**src/sv/tli_pkg.sv**
```systemverilog
// shared types, constants and codes of the table linear interpolator
package tli_pkg;

  localparam int POINTS     = 64;
  localparam int COLUMNS    = 4;
  localparam int IDX_W      = $clog2(POINTS);
  localparam int COL_W      = 2;
  localparam int VAL_AW     = $clog2(POINTS * COLUMNS);
  localparam int PCNT_W     = 7;
  localparam int DIV_STEPS  = 64;
  localparam int DIV_CNT_W  = $clog2(DIV_STEPS);

  // largest quotient magnitude kept before the final add
  localparam logic [40:0] QUOT_CAP = 41'h100_0000_0000;

  typedef enum logic [1:0] {
    REQ_WR_X = 2'd0,
    REQ_WR_Y = 2'd1,
    REQ_EVAL = 2'd2
  } req_t;

  typedef enum logic [1:0] {
    CFG_POINT_COUNT = 2'd0,
    CFG_PERIODIC    = 2'd1,
    CFG_PERIOD_LOW  = 2'd2,
    CFG_PERIOD_HIGH = 2'd3
  } cfg_idx_t;

  typedef struct packed {
    logic [1:0]         req_type;
    logic [5:0]         point_index;
    logic [1:0]         column_index;
    logic signed [31:0] data_value;
  } in_item_t;

  typedef struct packed {
    logic [1:0]         out_column;
    logic signed [31:0] out_value;
    logic               last_column;
  } out_item_t;

  typedef enum logic [4:0] {
    S_IDLE, S_WRAP, S_WWAIT, S_WFIX, S_RX0, S_RXL, S_CLS,
    S_HRD, S_HDIR, S_DRD, S_DCHK, S_URD, S_UCHK,
    S_XA, S_XB, S_SEG, S_COL, S_YA, S_YB, S_MUL, S_DIV, S_DWAIT, S_FIN, S_OUT
  } ctrl_state_t;

  typedef enum logic [4:0] {
    OP_NOP, OP_LOAD, OP_WRAP_LO, OP_WRAP_HI, OP_WRAP_FIX,
    OP_RD_X0, OP_RD_XL, OP_CLASSIFY, OP_RD_I, OP_HUNT_DIR, OP_DN_CHK, OP_UP_CHK,
    OP_RD_XA, OP_RD_XB, OP_SEG, OP_RD_YA, OP_YA, OP_YB, OP_MUL, OP_DIV_START,
    OP_FIN, OP_EMIT
  } dp_op_t;

  typedef struct packed {
    dp_op_t op;
  } dp_cmd_t;

  typedef struct packed {
    logic wrap_lo;
    logic wrap_hi;
    logic div_done;
    logic clamp;
    logic hunt_up;
    logic dn_more;
    logic up_more;
    logic interp;
    logic dx_pos;
    logic out_free;
    logic last_col;
  } dp_status_t;

endpackage

```
**src/sv/tli_ctrl.sv**
```systemverilog
// sequencing state machine of the interpolator
module tli_ctrl import tli_pkg::*; (
  input  logic       clk,
  input  logic       rst_n,
  input  logic       in_valid,
  input  logic       in_eval,
  input  dp_status_t st,
  output dp_cmd_t    cmd,
  output logic       in_stall
);

  ctrl_state_t state_r, state_nxt;

  // state register
  always_ff @(posedge clk) begin
    if (!rst_n) begin
      state_r <= S_IDLE;
    end else begin
      state_r <= state_nxt;
    end
  end

  // next state and datapath command
  always_comb begin
    state_nxt = state_r;
    cmd.op    = OP_NOP;
    unique case (state_r)
      S_IDLE: begin
        if (in_valid) begin
          cmd.op = OP_LOAD;
          if (in_eval) state_nxt = S_WRAP;
        end
      end
      S_WRAP: begin
        if (st.wrap_lo) begin
          cmd.op    = OP_WRAP_LO;
          state_nxt = S_WWAIT;
        end else if (st.wrap_hi) begin
          cmd.op    = OP_WRAP_HI;
          state_nxt = S_WWAIT;
        end else begin
          state_nxt = S_RX0;
        end
      end
      S_WWAIT: if (st.div_done) state_nxt = S_WFIX;
      S_WFIX: begin
        cmd.op    = OP_WRAP_FIX;
        state_nxt = S_RX0;
      end
      S_RX0: begin
        cmd.op    = OP_RD_X0;
        state_nxt = S_RXL;
      end
      S_RXL: begin
        cmd.op    = OP_RD_XL;
        state_nxt = S_CLS;
      end
      S_CLS: begin
        cmd.op    = OP_CLASSIFY;
        state_nxt = st.clamp ? S_COL : S_HRD;
      end
      S_HRD: begin
        cmd.op    = OP_RD_I;
        state_nxt = S_HDIR;
      end
      S_HDIR: begin
        cmd.op = OP_HUNT_DIR;
        if (st.hunt_up)      state_nxt = S_URD;
        else if (st.dn_more) state_nxt = S_DRD;
        else                 state_nxt = S_XA;
      end
      S_DRD: begin
        cmd.op    = OP_RD_I;
        state_nxt = S_DCHK;
      end
      S_DCHK: begin
        cmd.op    = OP_DN_CHK;
        state_nxt = st.dn_more ? S_DRD : S_XA;
      end
      S_URD: begin
        cmd.op    = OP_RD_I;
        state_nxt = S_UCHK;
      end
      S_UCHK: begin
        cmd.op    = OP_UP_CHK;
        state_nxt = st.up_more ? S_URD : S_XA;
      end
      S_XA: begin
        cmd.op    = OP_RD_XA;
        state_nxt = S_XB;
      end
      S_XB: begin
        cmd.op    = OP_RD_XB;
        state_nxt = S_SEG;
      end
      S_SEG: begin
        cmd.op    = OP_SEG;
        state_nxt = S_COL;
      end
      S_COL: begin
        cmd.op    = OP_RD_YA;
        state_nxt = S_YA;
      end
      S_YA: begin
        cmd.op    = OP_YA;
        state_nxt = st.interp ? S_YB : S_OUT;
      end
      S_YB: begin
        cmd.op    = OP_YB;
        state_nxt = S_MUL;
      end
      S_MUL: begin
        cmd.op    = OP_MUL;
        state_nxt = st.dx_pos ? S_DIV : S_OUT;
      end
      S_DIV: begin
        cmd.op    = OP_DIV_START;
        state_nxt = S_DWAIT;
      end
      S_DWAIT: if (st.div_done) state_nxt = S_FIN;
      S_FIN: begin
        cmd.op    = OP_FIN;
        state_nxt = S_OUT;
      end
      S_OUT: begin
        if (st.out_free) begin
          cmd.op    = OP_EMIT;
          state_nxt = st.last_col ? S_IDLE : S_COL;
        end
      end
      default: state_nxt = S_IDLE;
    endcase
  end

  assign in_stall = (state_r != S_IDLE);

`ifndef SYNTH
  // divider completes only while the sequencer waits for it
  a_div_wait: assert property (@(posedge clk) disable iff (!rst_n)
    st.div_done |-> (state_r == S_WWAIT || state_r == S_DWAIT))
    else $error("divider done outside a wait state");
`endif

endmodule

```
**config.mk**
```make
export PLATFORM = sky130hd
export DESIGN_NAME = tli_ctrl
export DESIGN_NICKNAME = d
export VERILOG_FILES = /design/src/sv/tli_pkg.sv /design/src/sv/tli_ctrl.sv
export SDC_FILE = /design/constraint.sdc
export NUM_CORES = 1
export LEC_CHECK = 0
export BUFFER_PORTS_ARGS = -buffer_cell sky130_fd_sc_hd__buf_2
export CAP_MARGIN = 40
export CORE_MARGIN = 8
export CORE_UTILIZATION = 36
export CTS_BUF_LIST = sky130_fd_sc_hd__clkbuf_2 sky130_fd_sc_hd__clkbuf_4 sky130_fd_sc_hd__clkbuf_8
export CTS_CLUSTER_SIZE = 40
export DETAILED_ROUTE_END_ITERATION = 7
export GPL_ROUTABILITY_DRIVEN = 0
export PLACE_DENSITY = 0.68
export SETUP_SLACK_MARGIN = 0.05
export SLEW_MARGIN = 0
export SYNTH_ARGS = -nofsm -noshare
export SYNTH_HDL_FRONTEND = slang
export SYNTH_SLANG_ARGS = --single-unit
```
**constraint.sdc**
```tcl
create_clock -name clk -period 5.2 [get_ports clk]
set_input_delay 1.56 -clock clk [delete_from_list [all_inputs] [get_ports clk]]
set_output_delay 1.56 -clock clk [all_outputs]
set_load 0.03 [all_outputs]
```
==> flow_metrics.tcl <==
set metrics [dict create \
    cts-root-buf "clkbuf_4" \
    p_per_area_nw_per_um2 268 \
    slew_violations 0 \
    nets 148 \
    yosysMostFrequentCell "nand2_1" \
    synth_xor_area_share_pct 2.23 \
    synth.distinct_cells 47 \
    wl_per_cell_um 14.6 \
    ant_nets 0 \
    status "complete, no violations" \
    ys_seq_area_share_pct 12.7 \
    largest_reg_flops 5 \
    clk_latency_ps 240 \
    dr.pass1.iters 4 \
    clock_skew_ps 0.564 \
    port_buffers 20 \
    yosysTopAreaCellShare_pct 12.7 \
    clock_path_buffers 2 \
    grt_pass1_wl_um 3970 \
    syn_nets 136 \
    use_met3_pct 2.15 \
    viasPerCell 5.98 \
    io_pins 21 \
    antenna_found_initial 0 \
    cts_tree "yes" \
    synth_commonest_cells "nand2_1 (14), a21oi_1 (9), nor2_1 (8), clkbuf_1 (7), o21ai_0 (6)" \
    clkTransAtPathRegs_ps 40 \
    place_hpwl_um 1660 \
    leakagePower_nw 0.338 \
    ctsHoldBuffers 0 \
    post-cts-setup-buffers 0 \
    die_area_um2 3940 \
    fin_crit_ps 4170 \
    first_global_vias 902 \
    initial_core_util_pct 36.6 \
    drv_cap 0 \
    ys_ff_latch 5 \
    ys.flop_type "dfxtp_1" \
    synth_compound_area_share_pct 38.8 \
    top_usage_layer "met2" \
    cts_buffers 3 \
    track_usage_pct 11.6 \
    critPathKind "input pin to output pin" \
    top_register "state_r" \
    finalHoldViolCount 0 \
    core_um2 2150 \
    ys.warnings.count 0 \
    rows 17 \
    cp_max_fo 3 \
    holdPathStages 2 \
    reg_top3 "state_r (5)" \
    worstSetupEndpointType "output pin" \
    first_iter_violations 48 \
    fin_tns_setup_ps 0 \
    slew_headroom_pct 43.8 \
    syn_inst 121 \
    cts_sinks 5 \
    antenna_cells 0 \
    worst_pin_slew_ps 841 \
    finalSetupViolCount 0 \
    synth_edf_count 0 \
    worstHoldPathType "flop to flop" \
    grt_start_max_net_pins 29 \
    syn_to_final_growth_pct 13.5 \
    timing.final.crit_share_pct 80.1 \
    rsz0062_at_grt "false" \
    fin_util_pct 41.6 \
    synth_area_leaders "dfxtp_1 (13%), nand2_1 (6.7%), a21oi_1 (5.7%)" \
    fmax_mhz 240 \
    drc 0 \
    dieHeight_um 62.8 \
    syn_area_per_cell_um2 6.50 \
    use_met2_pct 18.5 \
    die_w_um 62.8 \
    drt_wl_total_um 2340 \
    synthMuxAreaShare_pct 0 \
    syn_area_um2 787 \
    worstPathArrival_ps 2610 \
    grtUsageMet1_pct 14.6 \
    synthArstFlopShare_pct 0 \
    cts_max_level 1 \
    ctsResizeCount 0 \
    synth_top_family_by_area "compound AO/OA/AOI/OAI gates" \
    vdd_ir_drop_max_uv 118 \
    reg2regPathDepth 4 \
    layout-drive-gt1-share_pct 21.2 \
    yosys.area_share.simple_pct 35.9 \
    synth_fa_ha_area_share_pct 0 \
    cp.required_ps 3640 \
    vias 957 \
    synth_top_cell_by_area "dfxtp_1" \
    critPathLaunchType "input pin" \
    gr-total-overflow 0 \
]
critical path, stage by stage:
cell,delay [ps]
buf_2,100
nand2_1,70
or4_1,430
o311a_1,140
o21ai_0,80
buf_2,220
metrics by stage:
| step | instances | cell area, um^2 | setup slack (ps) | hold slack, ps | power (mW) |
|---|---|---|---|---|---|
| 6_report | 160 | 893 | 1030 | 763 | 0.240 |
| 5_1_grt | 160 | 893 | 978 | 810 | 0.256 |
| 4_1_cts | 160 | 893 | 1040 | 755 | 0.241 |
| 3_5_place_dp | 156 | 863 | 1050 | 743 | 0.189 |
| 3_3_place_gp | 156 | 863 | 1060 | 736 | 0.186 |
| 2_1_floorplan | 121 | 787 | 1180 | 641 | 0.159 |
final timing paths:
check	startpoint	to	slack [ps]
max reg2reg	state_r[1]	state_r[1]	3050
max	st[1]	cmd[0]	1030
min	state_r[0]	state_r[4]	760
min reg2reg	state_r[0]	state_r[4]	760
layer usage:
metal / vias up / routed length [um]
li1: 482 / -
met1: 425 / 1090
met2: 46 / 1050
met3: 4 / 162
met4: 0 / 38
met5: - / 0
layout make-up:
cell class / count / area [um^2]
Tap cell: 28 / 35.0
Timing Repair Buffer: 21 / 108
Inverter: 4 / 15.0
Sequential cell: 5 / 100
Clock buffer: 4 / 30.0
Multi-Input combinational cell: 98 / 606
Fill cell: 237 / 1250
cells in the final DEF (no fill, tap or decap), types with 2 or more instances in the layout:
master / instances
a211oi_1: 3
a21oi_1: 9
a22oi_1: 2
a311oi_1: 2
a31oi_1: 3
buf_2: 20
clkbuf_4: 4
dfxtp_1: 5
inv_1: 4
nand2_1: 14
nand2b_1: 5
nand3_1: 5
nand4b_1: 2
nor2_1: 8
nor3_1: 5
o211ai_1: 3
o21ai_0: 6
o221ai_1: 2
o22ai_1: 2
or4_1: 2
cells by family (layout without fill, tap and decap cells):
kind of cell              Yosys count  in the layout
and+or+nand+nor                    52             52
AOI/OAI and AO/OA                  44             44
buffers and inverters              18             29
DFF                                 5              5
xor gates and xnor gates            2              2
report_power, final:
group          switching, mW  internal [mW]  leakage [nW]
Clock                 0.0159         0.0342        0.0184
Combinational         0.0730         0.0527         0.279
Sequential            0.0214         0.0424        0.0406
Total                  0.110          0.129         0.338
No activity file was read; power rests on OpenSTA's default activity.
